[config.mk]
export PLATFORM = sky130hd
export DESIGN_NAME = ipv4_source_blacklist_filter_core_flat
export DESIGN_NICKNAME = d
export VERILOG_FILES = /design/src/rtl/isbf_pkg.sv /design/src/rtl/isbf_ifs.sv /design/src/rtl/ipv4_source_blacklist_filter_core.sv /design/src/flat_wrapper.sv
export SDC_FILE = /design/constraint.sdc
export NUM_CORES = 2
export LEC_CHECK = 0
export ABC_AREA = 1
export BUFFER_PORTS_ARGS = -buffer_cell sky130_fd_sc_hd__buf_2
export CORE_ASPECT_RATIO = 1.2
export CORE_MARGIN = 5
export CORE_UTILIZATION = 35
export DETAILED_ROUTE_END_ITERATION = 12
export PLACE_DENSITY_LB_ADDON = 0.3
export RECOVER_POWER = 50
export SLEW_MARGIN = 20
export SYNTH_ARGS = -nofsm -noshare
export SYNTH_HDL_FRONTEND = slang
export SYNTH_SLANG_ARGS = --single-unit
[constraint.sdc]
create_clock -name clk -period 6.9 [get_ports clk]
set_input_delay 1.035 -clock clk [delete_from_list [all_inputs] [get_ports clk]]
set_output_delay 1.035 -clock clk [all_outputs]
set_load 0.01 [all_outputs]
[src/rtl/isbf_pkg.sv]
`default_nettype none

package isbf_pkg;

  // table size and field widths
  localparam int TABLE_DEPTH = 64;
  localparam int ACTION_W    = 2;
  localparam int VERSION_W   = 4;
  localparam int ADDR_W      = 32;
  localparam int STATUS_W    = 2;

  // header version that takes part in the lookup
  localparam logic [VERSION_W-1:0] IPV4_VERSION = VERSION_W'(4);

  // command codes
  typedef enum logic [ACTION_W-1:0] {
    ACT_CHECK = 2'd0,
    ACT_ADD   = 2'd1,
    ACT_DEL   = 2'd2
  } action_t;

  // result codes
  typedef enum logic [STATUS_W-1:0] {
    ST_DONE      = 2'd0,
    ST_PRESENT   = 2'd1,
    ST_NOT_FOUND = 2'd2,
    ST_FULL      = 2'd3
  } status_t;

endpackage

`default_nettype wire

[src/rtl/isbf_ifs.sv]
`default_nettype none

// command channel: check, add or delete an address
interface isbf_cmd_if import isbf_pkg::*; ();
  logic                 valid;
  logic                 ready;
  logic [ACTION_W-1:0]  action;
  logic [VERSION_W-1:0] ip_version;
  logic [ADDR_W-1:0]    ip_addr;

  modport source (output valid, action, ip_version, ip_addr, input ready);
  modport sink   (input valid, action, ip_version, ip_addr, output ready);
endinterface

// result channel: drop decision and status
interface isbf_res_if import isbf_pkg::*; ();
  logic                valid;
  logic                ready;
  logic                drop;
  logic [STATUS_W-1:0] status;

  modport source (output valid, drop, status, input ready);
  modport sink   (input valid, drop, status, output ready);
endinterface

`default_nettype wire

[src/rtl/ipv4_source_blacklist_filter_core.sv]
`default_nettype none

// IPv4 source blacklist filter. Holds up to TABLE_DEPTH (64) blocked addresses
// in registers, each with a valid bit that reset clears. Every command beat
// yields exactly one result beat: a check drops an IPv4 packet whose source
// matches a valid entry (other versions always pass), an add fills the lowest
// free entry or reports already present / table full, and a delete clears the
// matching entry or reports not found. The block takes one command per cycle:
// a command register feeds a parallel compare of all entries and the free-entry
// pick, the table is updated and the result registered on the same edge, so the
// next command already sees the new table. The result register stalls the
// command side only while it holds a beat that is not taken.
module ipv4_source_blacklist_filter_core import isbf_pkg::*; (
  input  wire logic   clk,
  input  wire logic   rst,
  isbf_cmd_if.sink    cmd,
  isbf_res_if.source  res
);

  // command register
  logic                 s1_valid;
  action_t              s1_action;
  logic [VERSION_W-1:0] s1_version;
  logic [ADDR_W-1:0]    s1_addr;

  // address table
  logic [ADDR_W-1:0]      entry_addr [TABLE_DEPTH];
  logic [TABLE_DEPTH-1:0] entry_valid;
  logic [TABLE_DEPTH-1:0] entry_valid_next;

  // result register
  logic    out_valid;
  logic    out_drop;
  status_t out_status;

  logic                   advance;
  logic [TABLE_DEPTH-1:0] hit_vec;
  logic [TABLE_DEPTH-1:0] free_vec;
  logic [TABLE_DEPTH-1:0] free_pick;
  logic [TABLE_DEPTH-1:0] add_vec;
  logic                   hit;
  logic                   full;
  logic                   drop_next;
  status_t                status_next;

  // handshake
  assign advance   = s1_valid && (!out_valid || res.ready);
  assign cmd.ready = !s1_valid || advance;

  // parallel compare against all valid entries
  always_comb begin
    for (int i = 0; i < TABLE_DEPTH; i++) begin
      hit_vec[i] = entry_valid[i] && (entry_addr[i] == s1_addr);
    end
  end

  // lowest free entry as a one-hot vector
  assign free_vec  = ~entry_valid;
  assign free_pick = free_vec & (~free_vec + TABLE_DEPTH'(1));
  assign hit       = |hit_vec;
  assign full      = &entry_valid;

  // command decode
  always_comb begin
    drop_next        = 1'b0;
    status_next      = ST_DONE;
    entry_valid_next = entry_valid;
    add_vec          = '0;
    case (s1_action)
      ACT_CHECK: begin
        drop_next = (s1_version == IPV4_VERSION) && hit;
      end
      ACT_ADD: begin
        if (hit) begin
          status_next = ST_PRESENT;
        end else if (full) begin
          status_next = ST_FULL;
        end else begin
          add_vec          = free_pick;
          entry_valid_next = entry_valid | free_pick;
        end
      end
      ACT_DEL: begin
        if (!hit) begin
          status_next = ST_NOT_FOUND;
        end else begin
          entry_valid_next = entry_valid & ~hit_vec;
        end
      end
      default: begin
        status_next = ST_DONE;
      end
    endcase
  end

  // command register load
  always_ff @(posedge clk) begin
    if (rst) begin
      s1_valid <= 1'b0;
    end else if (cmd.ready) begin
      s1_valid <= cmd.valid;
    end
  end

  always_ff @(posedge clk) begin
    if (cmd.valid && cmd.ready) begin
      s1_action  <= action_t'(cmd.action);
      s1_version <= cmd.ip_version;
      s1_addr    <= cmd.ip_addr;
    end
  end

  // valid bits
  always_ff @(posedge clk) begin
    if (rst) begin
      entry_valid <= '0;
    end else if (advance) begin
      entry_valid <= entry_valid_next;
    end
  end

  // address storage, written only by a successful add
  always_ff @(posedge clk) begin
    for (int i = 0; i < TABLE_DEPTH; i++) begin
      if (advance && add_vec[i]) begin
        entry_addr[i] <= s1_addr;
      end
    end
  end

  // result register
  always_ff @(posedge clk) begin
    if (rst) begin
      out_valid <= 1'b0;
    end else if (advance) begin
      out_valid <= 1'b1;
    end else if (res.ready) begin
      out_valid <= 1'b0;
    end
  end

  always_ff @(posedge clk) begin
    if (advance) begin
      out_drop   <= drop_next;
      out_status <= status_next;
    end
  end

  assign res.valid  = out_valid;
  assign res.drop   = out_drop;
  assign res.status = out_status;

  // a command leaving the command register always lands in the result register
  assert property (@(posedge clk) disable iff (rst) advance |=> out_valid)
    else $error("result beat lost");

  // a dropped packet never carries a non-done status
  assert property (@(posedge clk) disable iff (rst)
    out_valid && out_drop |-> out_status == ST_DONE)
    else $error("drop with non-done status");

  // a successful add grows the table by exactly one entry
  assert property (@(posedge clk) disable iff (rst)
    advance && s1_action == ACT_ADD && status_next == ST_DONE |=>
    $countones(entry_valid) == $past($countones(entry_valid)) + 1)
    else $error("add did not fill exactly one entry");

  // the command side stalls only behind a held result
  assert property (@(posedge clk) disable iff (rst)
    !cmd.ready |-> s1_valid && out_valid && !res.ready)
    else $error("command side stalled without cause");

endmodule

`default_nettype wire

[src/flat_wrapper.sv]
// flat-port wrapper written by rule: the top's interface ports become plain ports
module ipv4_source_blacklist_filter_core_flat import isbf_pkg::*;
  (clk, rst, cmd_valid, cmd_action, cmd_ip_version, cmd_ip_addr, cmd_ready, res_valid, res_drop, res_status, res_ready);
  isbf_cmd_if cmd_i ();
  isbf_res_if res_i ();
  input  wire logic clk;
  input  wire logic rst;
  input wire logic [$bits(cmd_i.valid)-1:0] cmd_valid;
  input wire logic [$bits(cmd_i.action)-1:0] cmd_action;
  input wire logic [$bits(cmd_i.ip_version)-1:0] cmd_ip_version;
  input wire logic [$bits(cmd_i.ip_addr)-1:0] cmd_ip_addr;
  output wire logic [$bits(cmd_i.ready)-1:0] cmd_ready;
  output wire logic [$bits(res_i.valid)-1:0] res_valid;
  output wire logic [$bits(res_i.drop)-1:0] res_drop;
  output wire logic [$bits(res_i.status)-1:0] res_status;
  input wire logic [$bits(res_i.ready)-1:0] res_ready;
  assign cmd_i.valid = cmd_valid;
  assign cmd_i.action = cmd_action;
  assign cmd_i.ip_version = cmd_ip_version;
  assign cmd_i.ip_addr = cmd_ip_addr;
  assign cmd_ready = cmd_i.ready;
  assign res_valid = res_i.valid;
  assign res_drop = res_i.drop;
  assign res_status = res_i.status;
  assign res_i.ready = res_ready;
  ipv4_source_blacklist_filter_core u_core (.clk(clk), .rst(rst), .cmd(cmd_i), .res(res_i));
endmodule
; ---- Word level (Yosys, flattened, before mapping)
; Memory sizes are Yosys's and may differ from the RTL's.
; Cells that the tools add are included.
[op_classes]
reduce_logical = 204
n_bitwise = 6
eq_ne = 70
addsub = 1
muxes = 330
[ops]
columns = op, count
row1 = $eq 32x32->1, 64
row2 = $mux 32, 63
row3 = $reduce_or 32->1, 63
row4 = $mux 64, 6
row5 = $mux 6, 63
row6 = $mux 1, 193
row7 = $not 64->64, 3
row8 = $logic_and 1x1->1, 131
row9 = $and 64x64->64, 2
row10 = $pmux 64 s2, 1
row11 = $add 64x1->64 const B, 1
row12 = $or 64x64->64, 1
row13 = $reduce_and 64->1, 1
row14 = $reduce_or 64->1, 1
row15 = $mux 2, 3
row16 = $reduce_and 5->1, 1
row17 = $eq 4x3->1 const B, 1
row18 = $ne 2x2->1 const B, 2
row19 = $pmux 2 s2, 1
row20 = $reduce_bool 2->1, 2
row21 = $eq 2x1->1 const B, 1
row22 = $eq 2x2->1 const B, 1
row23 = $logic_not 1->1, 2
row24 = $logic_not 2->1, 1
row25 = 2 further kinds, 3
[totals]
regBits = 107
input_bits = 42
output_inout_bits = 5
ram_bits = 2048
n_memories = 1
word_cells = 620
[mem_list]
columns = memory, depth, width, read_ports, rd_clocked_by_memory_dff, wr, line
row1 = u_core.entry_addr, 64, 32, 64, 0, 1, ipv4_source_blacklist_filter_core.sv:27  ; logic [ADDR_W-1:0] entry_addr [TABLE_DEPTH];

; ---- Longest topological paths before layout
[logic_depth]
ltp_word = 74
ltp_mapped = 23
mapped_depth_nobuf = 21

; ---- Least setup slack after synthesis
; OpenSTA, ideal clock, no wires.
[synth_path]
path_kind = register to register
from = register u_core.s1_addr[2]
to = memory u_core.entry_addr[21][0] (netlist: u_core.entry_addr[0][672]), enable pin
arrival_time_ps = 6056
t_required_ps = 6398
setup_ps = 502
slack_ps = 342
synth_period_minus_slack_ps = 6558
path_buffers = 3
stages_incl_launch_ff = 18
path_cell_list = edfxtp_1 > buf_2 > buf_2 > xnor2_1 > nand2_1 > nor2_1 > nand2_1 > nor2_1 > nand3_1 > nand2_1 > nor2_1 > nand2_1 > nor2_1 > nand2_1 > nor2_1 > nand4_1 > buf_2 > nor4_1
[synth_between]
elab_chain_len = 72
word_cells_on_any_way = 512
cone_classes = eq/ne (64) / mux (256) / reduce/logical (192)
[synth_rtl]
columns = item, line
row1 = start: declaration, ipv4_source_blacklist_filter_core.sv:24  ; logic [ADDR_W-1:0] s1_addr;
row2 = start signal: assignment, ipv4_source_blacklist_filter_core.sv:109  ; s1_addr <= cmd.ip_addr;
row3 = $eq 32x32->1, ipv4_source_blacklist_filter_core.sv:53  ; hit_vec[i] = entry_valid[i] && (entry_addr[i] == s1_addr);
row4 = $logic_and 1x1->1, ipv4_source_blacklist_filter_core.sv:53
row5 = $reduce_or 64->1 *, ipv4_source_blacklist_filter_core.sv:60  ; assign hit = |hit_vec;
row6 = $mux 64 *, ipv4_source_blacklist_filter_core.sv:74  ; if (hit) begin
row7 = $mux 64 *, ipv4_source_blacklist_filter_core.sv:69  ; case (s1_action)
row8 = $logic_and 1x1->1, ipv4_source_blacklist_filter_core.sv:125  ; if (advance && add_vec[i]) begin
row9 = $mux 1, ipv4_source_blacklist_filter_core.sv:125
row10 = $mux 1 (not written as such), ipv4_source_blacklist_filter_core.sv:126  ; entry_addr[i] <= s1_addr;
row11 = $reduce_or 32->1 (no source line), n/a
row12 = $mux 6 (no source line) / $mux 1 (equally long branches) (63 in a row), n/a
row13 = end: declaration, ipv4_source_blacklist_filter_core.sv:27
; Mark *: on every way between the ends. The rest lies on a longest branch, timed or not.

; ---- Worst setup path after layout
[layout_path]
from = register u_core.s1_addr[23]
to = memory u_core.entry_addr[29][18] (netlist: u_core.entry_addr[0][946]), enable pin
; The elaborated chain is that of the path after synthesis.

==> key figures <==
Run status
  • Status: complete, but fails checks
  • Violated checks: max-capacitance violations, max-slew violations

Yosys
  • Seq/Total Area, Yosys: 67.0%
  • Syn nets: 7631
  • Post-synth top area share: 65.6%
  • Largest cells by area after synthesis: edfxtp_1 (66%), xnor2_1 (18%), nand2_1 (6.7%)
  • Syn Area/Cell: 12.6 sq um
  • Cells after synthesis: 7586
  • Synthesized area: 95600 sq um
  • Synth Register Bits: 2155
  • Distinct cell type count after synthesis: 39
  • Synth Warn #: 0
  • Cell taking the most area after synthesis: edfxtp_1

Clocking
  • Clk slew on worst S/H paths: 0.07 ns
  • CTS buffer count: 209
  • CTS tree: done
  • H-tree depth reported by CTS: 4
  • Number of hold buffers added after CTS: 0
  • Setup Buffers After CTS: 0
  • Clk Latency, worst-skew pair: 0.87 ns
  • CTS resizes: 0
  • Root Buffer: clkbuf_16
  • Clock Path Buffers: 4
  • Clock sink total: 2155

Routing
  • Drt first pass iters: 6
  • DRT iter0 DRCs: 4064
  • Via count: 54200
  • Post-route ant nets: 0
  • Via density: 4.68
  • DRC: 0
  • Final WL: 234 mm
  • Wire per inst: 20.2 um

Pwr
  • Leak: 33.6 nW
  • Worst-case vdd ir drop: 0.210 mV
  • Pwr dens: 250 nW/um^2

Global routing
  • First-pass GRT wire length: 348 mm
  • Initial antenna violation count: 9
  • Overall routing resource usage: 16.1%
  • Largest net degree at the start of global routing: 81
  • Grt total ovfl: 0
  • Vias in the first global route: 53600

Floorplanning
  • Chip height: 582 um
  • # IOs: 47
  • Core area: 272000 sq um
  • Die ar.: 284000 sq um
  • Die X: 487 um
  • Initial Util: 35.1%
  • Site row count: 210

Placed design
  • Placed insts: 11200
  • Port Buffers: 46
  • Placer congestion estimate: 0.976
  • Dpl hpwl: 141 mm

STA
  • Setup TNS: 0 ns
  • Clock Skew: 0.0587 ns
  • Final Cycle Share: 85.8%
  • Slew HR: -103%
  • Final setup fails: 0
  • Slew Limit Fails: 271
  • Final Hold Fails: 0
  • Worst-margin pin slew: 3.04 ns
  • Final min period: 5.92 ns
  • RSZ-0062 raised after global routing: false
  • Max Fclk: 0.169 GHz
  • WHS: 0.352 ns

Finish
  • Layout cells sized above 1: 7.02%
  • Area Overhead vs Synth: 12.8%
  • Nets: 7846
  • Final Non-Filler Cells: 11600

Critical path
  • Worst Path Arrival: 6.40 ns
  • Crit end category: register
  • Crit path max fanout: 32
  • Startpoint types: register
  • WS Path Type: register to register
  • Worst Path Required: 7.38 ns

Run
  • Max_cap viols: 13

Worst hold path
  • Worst hold path class: input port to register
## stage by stage
stage	cell area [sq um]	util, %	total power [W]	setup slack (ns)
4_1_cts	108000	39.7	0.0273	1.75
3_5_place_dp	102000	37.4	0.0165	1.78
3_3_place_gp	102000	37.4	0.0165	1.63
6_report	108000	39.6	0.0270	0.978
2_1_floorplan	95600	-	0.0159	0.342
5_1_grt	108000	39.6	0.0279	0.826
## cells in the final DEF (no fill, tap or decap), drive strengths merged
master and n:
a31o 3, dfxtp 66, o22ai 12, xnor2 1981
a21oi 115, buf 210, o21a 1, nand4 21
o21ai 33, clkinvlp 3, nor3 77, nor3b 2
a22oi 1, nand2 1716, nor2 829, edfxtp 2089
a32oi 1, clkbuf 337, clkinv 93, or3 2
a31oi 1, xor2 10, diode 7, nor4 29
bufinv 9, nand3 139, inv 165, o22a 1
and3 3, a21boi 5, nand3b 5, ha 3
## path summary, 6_finish.rpt
path / startpoint / endpoint / slack [ns] / cells past startpoint
min: cmd_ip_addr[14] / u_core.s1_addr[14] / 0.35 / 1
max reg2reg: u_core.s1_addr[23] / u_core.entry_addr[0][946] / 0.98 / 18
max: u_core.s1_addr[23] / u_core.entry_addr[0][946] / 0.98 / 18
min reg2reg: u_core.s1_valid / u_core.res.valid / 0.48 / 2
## flip-flops by register name, indices dropped and copies added (netlist names)
register,flops
u_core.res.status,2
u_core.res.drop,1
u_core.res.valid,1
u_core.s1_version,4
u_core.s1_valid,1
u_core.s1_addr,32
u_core.entry_addr,2048
u_core.entry_valid,64
u_core.s1_action,2
## critical path, stage by stage (launching register included)
cell	delay [ns]
edfxtp_1	0.62
clkbuf_1	1.45
xnor2_1	0.18
nand2_1	0.14
nor2_1	0.05
nand2_1	0.05
nor2_1	0.10
nand3_1	0.11
nand2_1	0.27
nor2_1	0.18
nand2_1	0.07
nor2_1	0.29
nand2_1	0.09
nor2_1	0.20
nand4_1	0.14
buf_4	0.30
buf_4	0.34
nor3_2	0.39
buf_4	0.46
## metal layers
metal	wire length, um	up-vias	GRT usage, %
li1	-	25700	-
met1	103000	26900	21.1
met2	115000	1208	28.0
met3	9130	425	1.75
met4	7770	0	5.21
met5	0	-	0
## final cells by class
cell class              count  area, sq um
diodes                      7         17.5
clock buffers             266         5480
clock inverters           106          776
fillers                 25600       164000
inverters                 164          616
multi-input cells        4990        29900
flip-flops and latches   2155        64100
well taps                3604         4510
repair buffers            281         2460
## cells by family after synthesis
logic type      share of synthesized area (%)
flops                                    67.0
compound gates                          0.961
simple gates                             11.6
buf+inv                                  2.10
xor+xnor                                 18.2
fa+ha+maj                              0.0393
## power breakdown
group	switching [W]	leakage, nW	internal (W)
Combinational	0.00112	11.2	0.000618
Clock	0.00483	3.05	0.00593
Sequential	0.0000793	19.3	0.0144
## synthesized netlist by cell type, drive strengths merged
cell type,n
a32oi,1
xor2,10
edfxtp,2089
o21ai,33
and3,3
xnor2,1981
clkinv,3
a31oi,1
nor2,829
or3,2
inv,161
nand2,1716
nand3b,5
a21oi,115
clkbuf,23
nand3,139
a22oi,1
a21boi,5
ha,3
o21a,1
nand4,21
nor3b,2
o22ai,12
buf,254
a31o,3
dfxtp,66
nor3,77
o22a,1
nor4,29
(Power assumes the default switching activity.)
